File: config.mk
export PLATFORM = sky130hd
export DESIGN_NAME = lick_side_detector_unit_flat
export DESIGN_NICKNAME = d
export VERILOG_FILES = /design/src/rtl/core/lsd_pkg.sv /design/src/rtl/core/lsd_in_if.sv /design/src/rtl/core/lsd_out_if.sv /design/src/rtl/core/lick_side_detector_unit.sv /design/src/rtl/core/lsd_divider.sv /design/src/rtl/core/lsd_front.sv /design/src/rtl/core/lsd_fifo.sv /design/src/rtl/core/lsd_back.sv /design/src/flat_wrapper.sv
export VERILOG_INCLUDE_DIRS = /design/src /design/src/rtl/core
export SDC_FILE = /design/constraint.sdc
export NUM_CORES = 1
export LEC_CHECK = 0
export BUFFER_PORTS_ARGS = -buffer_cell sky130_fd_sc_hd__buf_2
export CAP_MARGIN = 5
export CELL_PAD_IN_SITES_DETAIL_PLACEMENT = 2
export CELL_PAD_IN_SITES_GLOBAL_PLACEMENT = 2
export CORE_MARGIN = 1
export CORE_UTILIZATION = 29
export CTS_CLUSTER_SIZE = 10
export DETAILED_ROUTE_END_ITERATION = 6
export HOLD_SLACK_MARGIN = 0.06
export PLACE_DENSITY_LB_ADDON = 0.05
export SLEW_MARGIN = 5
export SYNTH_ARGS = -nofsm -noshare
export SYNTH_HDL_FRONTEND = slang
export SYNTH_SLANG_ARGS = --single-unit
File: constraint.sdc
create_clock -name clk -period 5.2 [get_ports clk]
set_input_delay 0.26 -clock clk [delete_from_list [all_inputs] [get_ports clk]]
set_output_delay 0.26 -clock clk [all_outputs]
set_load 0.01 [all_outputs]
File: src/rtl/core/lick_side_detector_unit_macros.svh
// assertion helpers for the lick side detector, clocked on clk, held off in reset
`ifndef LICK_SIDE_DETECTOR_UNIT_MACROS_SVH
`define LICK_SIDE_DETECTOR_UNIT_MACROS_SVH

// same-cycle implication
`define LSD_ASSERT_IMPLIES(label, ante, cons) \
    label: assert property (@(posedge clk) disable iff (!rst_n) (ante) |-> (cons)) \
        else $error("lsd assertion failed");

// next-cycle implication
`define LSD_ASSERT_NEXT(label, ante, cons) \
    label: assert property (@(posedge clk) disable iff (!rst_n) (ante) |=> (cons)) \
        else $error("lsd assertion failed");

`endif

File: src/rtl/core/lsd_pkg.sv
// ----------------------------------------------------------------------------
// lsd_pkg
// Shared types and constants of the lick side detector.
// ----------------------------------------------------------------------------
package lsd_pkg;

    localparam int BAL_W       = 11;
    localparam int MS_W        = 32;
    localparam int PERIOD_W    = 16;
    localparam int DEB_W       = 10;
    localparam int CNT_W       = 32;
    localparam int DATA_W      = 32;
    localparam int CFG_ADDR_W  = 5;
    localparam int SCALE_SHIFT = 10;
    localparam int BLINK_BIT   = 9;

    localparam logic [BAL_W-1:0] BAL_ZERO_SUM = 11'd512;

    localparam logic [BAL_W-1:0]    THRESH_HIGH_RST  = 11'd1023;
    localparam logic [BAL_W-1:0]    THRESH_LOW_RST   = 11'd0;
    localparam logic [DEB_W-1:0]    DEBOUNCE_RST     = 10'd10;
    localparam logic [PERIOD_W-1:0] REPORT_PERIOD_RST = 16'd500;

    typedef logic [1:0] side_t;
    localparam side_t SIDE_NONE  = 2'd0;
    localparam side_t SIDE_LEFT  = 2'd1;
    localparam side_t SIDE_RIGHT = 2'd2;

    typedef logic [1:0] level_t;
    localparam level_t LEVEL_IN    = 2'd0;
    localparam level_t LEVEL_ABOVE = 2'd1;
    localparam level_t LEVEL_BELOW = 2'd2;

    typedef enum logic [2:0] {
        REG_THRESH_HIGH   = 3'd0,
        REG_THRESH_LOW    = 3'd1,
        REG_DEBOUNCE_MS   = 3'd2,
        REG_REPORT_PERIOD = 3'd3,
        REG_CHART_ENABLE  = 3'd4
    } reg_idx_t;

    typedef struct packed {
        logic [BAL_W-1:0]    thresh_high;
        logic [BAL_W-1:0]    thresh_low;
        logic [DEB_W-1:0]    debounce_ms;
        logic [PERIOD_W-1:0] report_period_ms;
        logic                chart_enable;
    } cfg_t;

endpackage

File: src/rtl/core/lsd_in_if.sv
// ----------------------------------------------------------------------------
// lsd_in_if
// Tick channel: sensor samples and link state of one timer tick.
// ----------------------------------------------------------------------------
interface lsd_in_if #(
    parameter int SAMPLE_BITS = 10
);
    logic                   valid;
    logic                   ready;
    logic [SAMPLE_BITS-1:0] adc_left;
    logic [SAMPLE_BITS-1:0] adc_right;
    logic                   link_busy;

    modport source (output valid, output adc_left, output adc_right, output link_busy,
                    input ready);
    modport sink   (input valid, input adc_left, input adc_right, input link_busy,
                    output ready);
endinterface

File: src/rtl/core/lsd_out_if.sv
// ----------------------------------------------------------------------------
// lsd_out_if
// Result channel: balance, lick events, level report and counters per tick.
// ----------------------------------------------------------------------------
interface lsd_out_if;
    import lsd_pkg::*;

    logic             valid;
    logic             ready;
    logic [BAL_W-1:0] balance;
    side_t            lick_event;
    logic             report_valid;
    logic             chart_valid;
    level_t           level_flag;
    logic             detect_pin;
    logic             blink;
    logic [CNT_W-1:0] left_total;
    logic [CNT_W-1:0] right_total;
    side_t            stable_side;

    modport source (output valid, output balance, output lick_event, output report_valid,
                    output chart_valid, output level_flag, output detect_pin, output blink,
                    output left_total, output right_total, output stable_side,
                    input ready);
    modport sink   (input valid, input balance, input lick_event, input report_valid,
                    input chart_valid, input level_flag, input detect_pin, input blink,
                    input left_total, input right_total, input stable_side,
                    output ready);
endinterface

File: src/rtl/core/lick_side_detector_unit.sv
// the back part takes one tick item at a time, paced by the 32-bit report-phase remainder unit
// retiring 2 bits a cycle; the balance divider finishes inside that window
// an accepted tick goes through the queue and both dividers into the result register
// a 2-entry queue and the result register let ticks and results stall independently
// async active-low reset clears counters, detector and queue, and loads register defaults
// ----------------------------------------------------------------------------
// lick_side_detector_unit
// Top level: APB register file, front part, queue and back part.
// ----------------------------------------------------------------------------
`include "lick_side_detector_unit_macros.svh"

module lick_side_detector_unit #(
    parameter int SAMPLE_BITS = 10,
    parameter int TICK_MS     = 5,
    parameter int QUEUE_DEPTH = 2
) (
    input  logic                            clk,
    input  logic                            rst_n,
    input  logic                            psel,
    input  logic                            penable,
    input  logic                            pwrite,
    input  logic [lsd_pkg::CFG_ADDR_W-1:0]  paddr,
    input  logic [lsd_pkg::DATA_W-1:0]      pwdata,
    output logic [lsd_pkg::DATA_W-1:0]      prdata,
    output logic                            pready,
    lsd_in_if.sink                          tick,
    lsd_out_if.source                       result
);
    import lsd_pkg::*;

    localparam int ENTRY_W = 2 * SAMPLE_BITS + 3;

    cfg_t cfg_reg;

    logic               fifo_push, fifo_pop, fifo_full, fifo_empty;
    logic [ENTRY_W-1:0] push_entry, pop_entry;
    logic               cfg_write;
    logic [2:0]         reg_sel;

    assign pready    = 1'b1;
    assign cfg_write = psel && penable && pwrite && pready;
    assign reg_sel   = paddr[CFG_ADDR_W-1:2];

    always_ff @(posedge clk or negedge rst_n)
    begin
        if (!rst_n)
        begin
            cfg_reg.thresh_high      <= THRESH_HIGH_RST;
            cfg_reg.thresh_low       <= THRESH_LOW_RST;
            cfg_reg.debounce_ms      <= DEBOUNCE_RST;
            cfg_reg.report_period_ms <= REPORT_PERIOD_RST;
            cfg_reg.chart_enable     <= 1'b0;
        end
        else if (cfg_write)
        begin
            unique case (reg_sel)
                REG_THRESH_HIGH:   cfg_reg.thresh_high      <= pwdata[BAL_W-1:0];
                REG_THRESH_LOW:    cfg_reg.thresh_low       <= pwdata[BAL_W-1:0];
                REG_DEBOUNCE_MS:   cfg_reg.debounce_ms      <= pwdata[DEB_W-1:0];
                REG_REPORT_PERIOD: cfg_reg.report_period_ms <= pwdata[PERIOD_W-1:0];
                REG_CHART_ENABLE:  cfg_reg.chart_enable     <= pwdata[0];
                default:           cfg_reg                  <= cfg_reg;
            endcase
        end
    end

    always_comb
    begin
        unique case (reg_sel)
            REG_THRESH_HIGH:   prdata = DATA_W'(cfg_reg.thresh_high);
            REG_THRESH_LOW:    prdata = DATA_W'(cfg_reg.thresh_low);
            REG_DEBOUNCE_MS:   prdata = DATA_W'(cfg_reg.debounce_ms);
            REG_REPORT_PERIOD: prdata = DATA_W'(cfg_reg.report_period_ms);
            REG_CHART_ENABLE:  prdata = DATA_W'(cfg_reg.chart_enable);
            default:           prdata = '0;
        endcase
    end

    lsd_front #(
        .SAMPLE_BITS (SAMPLE_BITS)
    ) u_front (
        .tick  (tick),
        .full  (fifo_full),
        .push  (fifo_push),
        .entry (push_entry)
    );

    lsd_fifo #(
        .WIDTH (ENTRY_W),
        .DEPTH (QUEUE_DEPTH)
    ) u_fifo (
        .clk     (clk),
        .rst_n   (rst_n),
        .push    (fifo_push),
        .wr_data (push_entry),
        .pop     (fifo_pop),
        .rd_data (pop_entry),
        .full    (fifo_full),
        .empty   (fifo_empty)
    );

    lsd_back #(
        .SAMPLE_BITS (SAMPLE_BITS),
        .TICK_MS     (TICK_MS)
    ) u_back (
        .clk    (clk),
        .rst_n  (rst_n),
        .cfg    (cfg_reg),
        .empty  (fifo_empty),
        .entry  (pop_entry),
        .pop    (fifo_pop),
        .result (result)
    );

    `LSD_ASSERT_IMPLIES(a_pop_nonempty, fifo_pop, !fifo_empty)
    `LSD_ASSERT_IMPLIES(a_push_room, fifo_push, !fifo_full)
    `LSD_ASSERT_NEXT(a_pop_spaced, fifo_pop, !fifo_pop)
    `LSD_ASSERT_IMPLIES(a_event_pin, result.valid && result.lick_event != SIDE_NONE, result.detect_pin && result.stable_side == result.lick_event)
    `LSD_ASSERT_IMPLIES(a_level_needs_report, result.valid && (result.chart_valid || result.level_flag != LEVEL_IN), result.report_valid)

endmodule

File: src/rtl/core/lsd_divider.sv
// ----------------------------------------------------------------------------
// lsd_divider
// Restoring divider, STEP_BITS quotient bits per cycle.
// ----------------------------------------------------------------------------
module lsd_divider #(
    parameter int DVD_W     = 20,
    parameter int DVS_W     = 11,
    parameter int STEP_BITS = 2
) (
    input  logic             clk,
    input  logic             rst_n,
    input  logic             start,
    input  logic [DVD_W-1:0] dividend,
    input  logic [DVS_W-1:0] divisor,
    output logic             busy,
    output logic [DVD_W-1:0] quotient,
    output logic [DVS_W-1:0] remainder
);
    localparam int STEPS = (DVD_W + STEP_BITS - 1) / STEP_BITS;
    localparam int PAD_W = STEPS * STEP_BITS;
    localparam int CNT_W = $clog2(STEPS + 1);

    logic [PAD_W-1:0] work_reg, work_next;
    logic [DVS_W-1:0] rem_reg, rem_next;
    logic [DVS_W-1:0] dvs_reg;
    logic [CNT_W-1:0] cnt_reg;
    logic             run_reg;

    always_comb
    begin : step_logic
        logic [DVS_W:0]   trial;
        logic [DVS_W-1:0] r;
        logic [PAD_W-1:0] w;
        logic             q;
        r = rem_reg;
        w = work_reg;
        for (int s = 0; s < STEP_BITS; s++)
        begin
            trial = {r, w[PAD_W-1]};
            q     = (trial >= {1'b0, dvs_reg});
            if (q)
            begin
                trial = trial - {1'b0, dvs_reg};
            end
            r = trial[DVS_W-1:0];
            w = {w[PAD_W-2:0], q};
        end
        rem_next  = r;
        work_next = w;
    end

    always_ff @(posedge clk or negedge rst_n)
    begin
        if (!rst_n)
        begin
            cnt_reg <= '0;
            run_reg <= 1'b0;
        end
        else if (start)
        begin
            cnt_reg <= CNT_W'(STEPS);
            run_reg <= 1'b1;
        end
        else if (run_reg)
        begin
            cnt_reg <= cnt_reg - 1'b1;
            if (cnt_reg == CNT_W'(1))
            begin
                run_reg <= 1'b0;
            end
        end
    end

    always_ff @(posedge clk)
    begin
        if (start)
        begin
            work_reg <= PAD_W'(dividend);
            rem_reg  <= '0;
            dvs_reg  <= divisor;
        end
        else if (run_reg)
        begin
            work_reg <= work_next;
            rem_reg  <= rem_next;
        end
    end

    assign busy      = run_reg;
    assign quotient  = work_reg[DVD_W-1:0];
    assign remainder = rem_reg;

endmodule

File: src/rtl/core/lsd_front.sv
// ----------------------------------------------------------------------------
// lsd_front
// Takes tick items, forms the sample sum and zero-sum flag, queues the entry.
// ----------------------------------------------------------------------------
module lsd_front #(
    parameter  int SAMPLE_BITS = 10,
    localparam int ENTRY_W     = 2 * SAMPLE_BITS + 3
) (
    lsd_in_if.sink              tick,
    input  logic                full,
    output logic                push,
    output logic [ENTRY_W-1:0]  entry
);
    logic [SAMPLE_BITS:0] sum;
    logic                 zero_sum;

    assign sum      = {1'b0, tick.adc_left} + {1'b0, tick.adc_right};
    assign zero_sum = (sum == '0);

    assign tick.ready = !full;
    assign push       = tick.valid && !full;

    // entry layout: busy, zero flag, sum, left sample
    assign entry = {tick.link_busy, zero_sum, sum, tick.adc_left};

endmodule

File: src/rtl/core/lsd_fifo.sv
// ----------------------------------------------------------------------------
// lsd_fifo
// Short queue between the front and back parts.
// ----------------------------------------------------------------------------
module lsd_fifo #(
    parameter  int WIDTH = 23,
    parameter  int DEPTH = 2,
    localparam int PTR_W = (DEPTH > 1) ? $clog2(DEPTH) : 1,
    localparam int CNT_W = $clog2(DEPTH + 1)
) (
    input  logic             clk,
    input  logic             rst_n,
    input  logic             push,
    input  logic [WIDTH-1:0] wr_data,
    input  logic             pop,
    output logic [WIDTH-1:0] rd_data,
    output logic             full,
    output logic             empty
);
    logic [WIDTH-1:0] mem_reg [DEPTH];
    logic [PTR_W-1:0] wr_ptr_reg, rd_ptr_reg;
    logic [CNT_W-1:0] cnt_reg;

    function automatic logic [PTR_W-1:0] ptr_inc(input logic [PTR_W-1:0] p);
        return (p == PTR_W'(DEPTH - 1)) ? '0 : p + 1'b1;
    endfunction

    assign full    = (cnt_reg == CNT_W'(DEPTH));
    assign empty   = (cnt_reg == '0);
    assign rd_data = mem_reg[rd_ptr_reg];

    always_ff @(posedge clk or negedge rst_n)
    begin
        if (!rst_n)
        begin
            wr_ptr_reg <= '0;
            rd_ptr_reg <= '0;
            cnt_reg    <= '0;
        end
        else
        begin
            if (push)
            begin
                wr_ptr_reg <= ptr_inc(wr_ptr_reg);
            end
            if (pop)
            begin
                rd_ptr_reg <= ptr_inc(rd_ptr_reg);
            end
            if (push && !pop)
            begin
                cnt_reg <= cnt_reg + 1'b1;
            end
            else if (pop && !push)
            begin
                cnt_reg <= cnt_reg - 1'b1;
            end
        end
    end

    always_ff @(posedge clk)
    begin
        if (push)
        begin
            mem_reg[wr_ptr_reg] <= wr_data;
        end
    end

endmodule

File: src/rtl/core/lsd_back.sv
// ----------------------------------------------------------------------------
// lsd_back
// Advances the ms counter, divides out the balance and report phase,
// runs the debounce detector and holds the result register.
// ----------------------------------------------------------------------------
module lsd_back #(
    parameter  int SAMPLE_BITS = 10,
    parameter  int TICK_MS     = 5,
    localparam int ENTRY_W     = 2 * SAMPLE_BITS + 3
) (
    input  logic               clk,
    input  logic               rst_n,
    input  lsd_pkg::cfg_t      cfg,
    input  logic               empty,
    input  logic [ENTRY_W-1:0] entry,
    output logic               pop,
    lsd_out_if.source          result
);
    import lsd_pkg::*;

    localparam int SUM_W = SAMPLE_BITS + 1;
    localparam int DVD_W = SAMPLE_BITS + SCALE_SHIFT;

    typedef enum logic [1:0] {
        ST_IDLE = 2'b01,
        ST_CALC = 2'b10
    } state_t;

    typedef enum logic [2:0] {
        PH_IDLE     = 3'b001,
        PH_DEBOUNCE = 3'b010,
        PH_SENT     = 3'b100
    } phase_t;

    state_t st_reg, st_next;
    phase_t phase_reg, phase_next;

    logic [MS_W-1:0]  ms_reg, ms_tick;
    logic [MS_W-1:0]  start_reg, start_next;
    logic [CNT_W-1:0] left_reg, left_next;
    logic [CNT_W-1:0] right_reg, right_next;
    side_t            side_reg, side_next;
    logic             pin_reg, pin_next;
    logic             zero_reg;
    logic             busy_reg;
    logic             out_valid_reg;

    logic [BAL_W-1:0] bal_reg;
    side_t            event_reg;
    logic             rep_reg;
    logic             chart_reg;
    level_t           level_reg;
    logic             blink_reg;

    logic [DVD_W-1:0]    sel_q;
    logic [PERIOD_W-1:0] mod_rem;
    logic                sel_busy, mod_busy;
    logic                slot_free, finish;

    logic [BAL_W-1:0] sel;
    logic             in_band, above, below, expired, rep;
    side_t            event_c;
    level_t           level_c;
    logic [MS_W-1:0]  deadline;

    assign ms_tick   = ms_reg + MS_W'(TICK_MS);
    assign slot_free = !out_valid_reg || result.ready;
    assign finish    = (st_reg == ST_CALC) && !sel_busy && !mod_busy && slot_free;
    assign pop       = ((st_reg == ST_IDLE) || finish) && !empty;

    lsd_divider #(
        .DVD_W     (DVD_W),
        .DVS_W     (SUM_W),
        .STEP_BITS (2)
    ) u_sel_div (
        .clk       (clk),
        .rst_n     (rst_n),
        .start     (pop),
        .dividend  ({entry[SAMPLE_BITS-1:0], {SCALE_SHIFT{1'b0}}}),
        .divisor   (entry[2*SAMPLE_BITS:SAMPLE_BITS]),
        .busy      (sel_busy),
        .quotient  (sel_q),
        .remainder ()
    );

    // ms counter phase within the report period
    lsd_divider #(
        .DVD_W     (MS_W),
        .DVS_W     (PERIOD_W),
        .STEP_BITS (2)
    ) u_mod_div (
        .clk       (clk),
        .rst_n     (rst_n),
        .start     (pop),
        .dividend  (ms_tick),
        .divisor   (cfg.report_period_ms),
        .busy      (mod_busy),
        .quotient  (),
        .remainder (mod_rem)
    );

    always_comb
    begin
        // for a nonzero sum the quotient never exceeds 1024 so the low bits carry it whole
        sel      = zero_reg ? BAL_ZERO_SUM : sel_q[BAL_W-1:0];
        in_band  = (sel <= cfg.thresh_high) && (sel >= cfg.thresh_low);
        above    = (sel > cfg.thresh_high);
        below    = (sel < cfg.thresh_low);
        deadline = start_reg + MS_W'(cfg.debounce_ms);
        expired  = (ms_reg > deadline);

        phase_next = phase_reg;
        start_next = start_reg;
        left_next  = left_reg;
        right_next = right_reg;
        side_next  = side_reg;
        pin_next   = pin_reg;
        event_c    = SIDE_NONE;

        if (in_band)
        begin
            phase_next = PH_IDLE;
            side_next  = SIDE_NONE;
            pin_next   = 1'b0;
        end
        else
        begin
            unique case (phase_reg)
                PH_IDLE:
                begin
                    start_next = ms_reg;
                    phase_next = PH_DEBOUNCE;
                end
                PH_DEBOUNCE:
                begin
                    if (expired)
                    begin
                        pin_next = 1'b1;
                        if (above)
                        begin
                            left_next = left_reg + 1'b1;
                            side_next = SIDE_LEFT;
                        end
                        else
                        begin
                            right_next = right_reg + 1'b1;
                            side_next  = SIDE_RIGHT;
                        end
                        event_c    = side_next;
                        phase_next = PH_SENT;
                    end
                end
                PH_SENT:
                begin
                    phase_next = PH_SENT;
                end
                default:
                begin
                    phase_next = phase_reg;
                end
            endcase
        end

        rep = (cfg.report_period_ms != '0) && (mod_rem == '0) && !busy_reg;
        if (!rep)
        begin
            level_c = LEVEL_IN;
        end
        else if (above)
        begin
            level_c = LEVEL_ABOVE;
        end
        else if (below)
        begin
            level_c = LEVEL_BELOW;
        end
        else
        begin
            level_c = LEVEL_IN;
        end
    end

    always_comb
    begin
        st_next = st_reg;
        unique case (st_reg)
            ST_IDLE:
            begin
                if (!empty)
                begin
                    st_next = ST_CALC;
                end
            end
            ST_CALC:
            begin
                if (finish && empty)
                begin
                    st_next = ST_IDLE;
                end
            end
            default:
            begin
                st_next = ST_IDLE;
            end
        endcase
    end

    always_ff @(posedge clk or negedge rst_n)
    begin
        if (!rst_n)
        begin
            st_reg        <= ST_IDLE;
            phase_reg     <= PH_IDLE;
            ms_reg        <= '0;
            start_reg     <= '0;
            left_reg      <= '0;
            right_reg     <= '0;
            side_reg      <= SIDE_NONE;
            pin_reg       <= 1'b0;
            out_valid_reg <= 1'b0;
        end
        else
        begin
            st_reg <= st_next;
            if (finish)
            begin
                phase_reg <= phase_next;
                start_reg <= start_next;
                left_reg  <= left_next;
                right_reg <= right_next;
                side_reg  <= side_next;
                pin_reg   <= pin_next;
            end
            if (pop)
            begin
                ms_reg <= ms_tick;
            end
            if (finish)
            begin
                out_valid_reg <= 1'b1;
            end
            else if (result.ready)
            begin
                out_valid_reg <= 1'b0;
            end
        end
    end

    always_ff @(posedge clk)
    begin
        if (pop)
        begin
            zero_reg <= entry[2*SAMPLE_BITS+1];
            busy_reg <= entry[2*SAMPLE_BITS+2];
        end
        if (finish)
        begin
            bal_reg   <= sel;
            event_reg <= event_c;
            rep_reg   <= rep;
            chart_reg <= rep && cfg.chart_enable;
            level_reg <= level_c;
            blink_reg <= ms_reg[BLINK_BIT];
        end
    end

    assign result.valid        = out_valid_reg;
    assign result.balance      = bal_reg;
    assign result.lick_event   = event_reg;
    assign result.report_valid = rep_reg;
    assign result.chart_valid  = chart_reg;
    assign result.level_flag   = level_reg;
    assign result.detect_pin   = pin_reg;
    assign result.blink        = blink_reg;
    assign result.left_total   = left_reg;
    assign result.right_total  = right_reg;
    assign result.stable_side  = side_reg;

endmodule
File: src/flat_wrapper.sv
// flat-port wrapper written by rule: the top's interface ports become plain ports
module lick_side_detector_unit_flat import lsd_pkg::*;
#(
    parameter int SAMPLE_BITS = 10,
    parameter int TICK_MS     = 5,
    parameter int QUEUE_DEPTH = 2
)
  (clk, rst_n, psel, penable, pwrite, paddr, pwdata, prdata, pready, tick_valid, tick_adc_left, tick_adc_right, tick_link_busy, tick_ready, result_valid, result_balance, result_lick_event, result_report_valid, result_chart_valid, result_level_flag, result_detect_pin, result_blink, result_left_total, result_right_total, result_stable_side, result_ready);
  lsd_in_if #(.SAMPLE_BITS(SAMPLE_BITS)) tick_i ();
  lsd_out_if result_i ();
  input  logic clk;
  input  logic rst_n;
  input  logic psel;
  input  logic penable;
  input  logic pwrite;
  input  logic [lsd_pkg::CFG_ADDR_W-1:0] paddr;
  input  logic [lsd_pkg::DATA_W-1:0] pwdata;
  output logic [lsd_pkg::DATA_W-1:0] prdata;
  output logic pready;
  input wire logic [$bits(tick_i.valid)-1:0] tick_valid;
  input wire logic [$bits(tick_i.adc_left)-1:0] tick_adc_left;
  input wire logic [$bits(tick_i.adc_right)-1:0] tick_adc_right;
  input wire logic [$bits(tick_i.link_busy)-1:0] tick_link_busy;
  output wire logic [$bits(tick_i.ready)-1:0] tick_ready;
  output wire logic [$bits(result_i.valid)-1:0] result_valid;
  output wire logic [$bits(result_i.balance)-1:0] result_balance;
  output wire logic [$bits(result_i.lick_event)-1:0] result_lick_event;
  output wire logic [$bits(result_i.report_valid)-1:0] result_report_valid;
  output wire logic [$bits(result_i.chart_valid)-1:0] result_chart_valid;
  output wire logic [$bits(result_i.level_flag)-1:0] result_level_flag;
  output wire logic [$bits(result_i.detect_pin)-1:0] result_detect_pin;
  output wire logic [$bits(result_i.blink)-1:0] result_blink;
  output wire logic [$bits(result_i.left_total)-1:0] result_left_total;
  output wire logic [$bits(result_i.right_total)-1:0] result_right_total;
  output wire logic [$bits(result_i.stable_side)-1:0] result_stable_side;
  input wire logic [$bits(result_i.ready)-1:0] result_ready;
  assign tick_i.valid = tick_valid;
  assign tick_i.adc_left = tick_adc_left;
  assign tick_i.adc_right = tick_adc_right;
  assign tick_i.link_busy = tick_link_busy;
  assign tick_ready = tick_i.ready;
  assign result_valid = result_i.valid;
  assign result_balance = result_i.balance;
  assign result_lick_event = result_i.lick_event;
  assign result_report_valid = result_i.report_valid;
  assign result_chart_valid = result_i.chart_valid;
  assign result_level_flag = result_i.level_flag;
  assign result_detect_pin = result_i.detect_pin;
  assign result_blink = result_i.blink;
  assign result_left_total = result_i.left_total;
  assign result_right_total = result_i.right_total;
  assign result_stable_side = result_i.stable_side;
  assign result_i.ready = result_ready;
  lick_side_detector_unit #(.SAMPLE_BITS(SAMPLE_BITS), .TICK_MS(TICK_MS), .QUEUE_DEPTH(QUEUE_DEPTH)) u_core (.clk(clk), .rst_n(rst_n), .psel(psel), .penable(penable), .pwrite(pwrite), .paddr(paddr), .pwdata(pwdata), .prdata(prdata), .pready(pready), .tick(tick_i), .result(result_i));
endmodule
==> results.json <==
{
  "final_cells": 3236,
  "drive_gt1_share_pct": 21.92,
  "start_util_pct": 29.52,
  "switching_share_pct": 40.65,
  "fmax_mhz": 203.5,
  "power.leakage_nw": 11.25,
  "cp.arrival_ps": 5430,
  "critPathLaunch": "u_core.u_back.u_sel_div.quotient[19]",
  "slew_headroom_pct": 36.68,
  "worst-path-max-fanout": 9,
  "wl_per_cell_um": 20.99,
  "r2r_setup_slack_ps": 290,
  "nets": 2443,
  "syn2layout_area_growth_pct": 20.30,
  "hold_path.class": "in -> reg",
  "clock_skew_ps": 31.08,
  "die_y_um": 275.4,
  "worstSkewPairLatency_ps": 590,
  "rr_endpoint": "u_core.u_back.u_sel_div.remainder[0]",
  "core_mm2": 0.07345,
  "path_buf_inv": 4,
  "timing.final.crit_share_pct": 94.48,
  "finalMaxSlewViolations": 0,
  "synth.avg_cell_area_um2": 10.73,
  "drt-initial-drc-count": 503,
  "p_sw_mw": 6.525,
  "cts-htree-levels": 2,
  "max_stage_delay_ps": 410,
  "reg2reg_depth": 20,
  "clkPwrFrac_pct": 21.0,
  "drt-total-wl_um": 67920,
  "syn_inst": 2020,
  "synth_top_flop_cell": "dfrtp_1",
  "drv_cap": 0,
  "cp_cell_sequence": "inv_1 -> ha_1 -> inv_1 -> fa_1 -> a21o_1 -> a21oi_1 -> o211a_1 -> o21ai_1 -> a21o_1 -> buf_4 -> mux2_2 -> ha_1 -> or2_2 -> a21o_1 -> o21ai_1 -> a2111oi_2 -> a2111oi_4 -> buf_6 -> mux2_2 -> a21oi_1",
  "crit_path_end": "u_core.u_back.u_sel_div.remainder[0]",
  "yosysTopAreaCellShare_pct": 20.89,
  "async_flop_share_pct": 53.89,
  "io_buffer_count": 149,
  "ys_warn_count": 0,
  "cts_root_buf": "clkbuf_16",
  "synth_area_leader_cell": "dfrtp_1",
  "timing.final.ws_setup_ps": 286.9,
  "place_hpwl_um": 49850,
  "cpLargestDelayFamily": "compound AO/OA/AOI/OAI gates",
  "tightest_slew_ps": 939.9,
  "chipWidth_um": 275.4,
  "status": "complete, no violations",
  "path_depth": 20,
  "row_count": 99,
  "timing.rr.start": "u_core.u_back.u_sel_div.quotient[19]",
  "synth_area_leaders": "dfrtp_1, edfxtp_1, ha_1, mux2_2, xor2_1",
  "peakVddDrop_v": 0.0002616,
  "synth_edf_count": 135,
  "synth_cell_types": 89,
  "drt-vias-per-instance": 5.016,
  "fillers": 7789,
  "worstSetupPathType": "reg -> reg",
  "io_pins": 185,
  "p_seq_share_pct": 28.2,
  "total_power_mw": 16.05,
  "path_common_cell": "a21o_1",
  "cts.path.max_buffers": 3,
  "finalCriticalPeriod_ps": 4913,
  "antenna_found_initial": 2,
  "cts_buffers": 49,
  "grt_overflow": 0,
  "yosys-top-cells-count": "dfrtp_1, ha_1, edfxtp_1",
  "rsz0062_at_grt": "yes",
  "cts_tree": "built",
  "seq_area_frac_synth_pct": 45.43,
  "combinationalPowerShare_pct": 50.8,
  "drcViolationCount": 0,
  "final_hold_viol_count": 0,
  "worstSetupStartpointType": "register",
  "cellPowerDensity_mw_per_mm2": 615.4,
  "grtUsageTotal_pct": 18.13,
  "grt_pass1_vias": 18125,
  "grt_pass1_wl_um": 107500,
  "grt_max_degree": 82,
  "dp_cells": 3113,
  "cts.clk_slew.worst_paths_ps": 60,
  "dpl_worst_slack_ps": -44.96,
  "die_area_mm2": 0.07586,
  "via_count": 16233,
  "syn_area_mm2": 0.02168,
  "p_int_mw": 9.527,
  "postRouteAntennaNets": 0,
  "clock-sinks": 373,
  "slowest_stage": "fa_1",
  "holdCritStartpoint": "result_ready",
  "ys_ff_latch": 373,
  "drt_pre_antenna_iters": 4,
  "place.gp.congestion": 0.7851,
  "crit_required_ps": 5710,
  "critPathCaptureType": "register",
  "largest_register_ffs": 49,
  "yosysMostFrequentCell": "dfrtp_1",
  "setup_violations": 0
}
layout make-up:
type | count | area, µm² | area share (%)
multi-input cells | 1451 | 11350 | 43.51
repair buffers | 251 | 1700 | 6.519
clock inverters | 14 | 155.1 | 0.5948
flip-flops and latches | 373 | 9851 | 37.77
inverters | 110 | 412.9 | 1.583
clock buffers | 77 | 1413 | 5.416
well taps | 959 | 1200 | 4.600
diodes | 1 | 2.502 | 0.009594
routing by layer:
metal | vias to the layer above | GRT usage, % | wire length [µm]
met3 | 83 | 2.427 | 1728
met1 | 8252 | 23.29 | 30950
met4 | 2 | 5.249 | 1580
met5 | - | 0 | 8
met2 | 155 | 31.56 | 33650
li1 | 7741 | - | -
power by group through the flow:
stage | clock network, mW | registers [mW] | logic [mW]
6_report | 3.36 | 4.53 | 8.16
5_1_grt | 3.59 | 4.63 | 9.17
4_1_cts | 3.49 | 4.55 | 8.22
3_5_place_dp | 0 | 4.60 | 8.12
3_3_place_gp | 0 | 4.57 | 7.91
2_1_floorplan | 0 | 4.35 | 5.81
metrics by stage:
step	hold slack, ps	instance area (µm²)	util (%)	setup TNS [ps]
4_1_cts	61.27	25790	35.11	0
5_1_grt	101.9	26080	35.51	-23.68
6_report	111.5	26080	35.51	0
3_5_place_dp	328.0	23910	32.55	-139.6
2_1_floorplan	-35.59	21740	-	0
3_3_place_gp	327.0	23910	32.55	0
tightest hold or removal path, cell delays in order:
cell and delay (ps):
buf_2 80, nand2b_1 200, o31ai_1 110
layout by cell type (no fill, tap or decap), types with 39 or more instances in the layout:
cell / instances
o21ai_0: 108
xnor2_1: 85
xor2_1: 118
nand2_1: 125
a211oi_1: 39
a21oi_1: 78
clkbuf_16: 50
nand4_1: 41
mux2_2: 111
nor2_1: 106
edfxtp_1: 135
nand3_1: 77
buf_2: 148
buf_4: 63
inv_1: 108
dfrtp_1: 180
ha_1: 136
worst min-delay path by stage:
stage | end | slack (ps) | cells past startpoint
2_1_floorplan | u_core.cfg_reg[0] | -40 | 0
3_3_place_gp | u_core.u_back.start_reg[28] | 330 | 1
3_5_place_dp | u_core.u_back.start_reg[28] | 330 | 1
4_1_cts | u_core.u_back.result.valid | 60 | 3
5_1_grt | u_core.u_back.result.valid | 100 | 3
6_report | u_core.u_back.result.valid | 110 | 3
cell families after synthesis:
group           after synthesis  synth area share, %
mux                         158                8.454
fa+ha+maj                   142                8.403
compound gates              398                12.74
simple gates                533                12.59
flops                       373                45.43
other cells                   2              0.03464
buf+inv                     211                4.144
xor+xnor                    203                8.201
repair_timing:
item / CTS / global route
hold endpoints to repair: 147 / 0
hold buffers: 30 / 0
pin swaps: 0 / 8
buffers inserted: 0 / 1
endpoints found under the setup margin: 6 / 92
gates resized for setup: 7 / 52
Note: power is estimated with default switching activity, not from simulation.
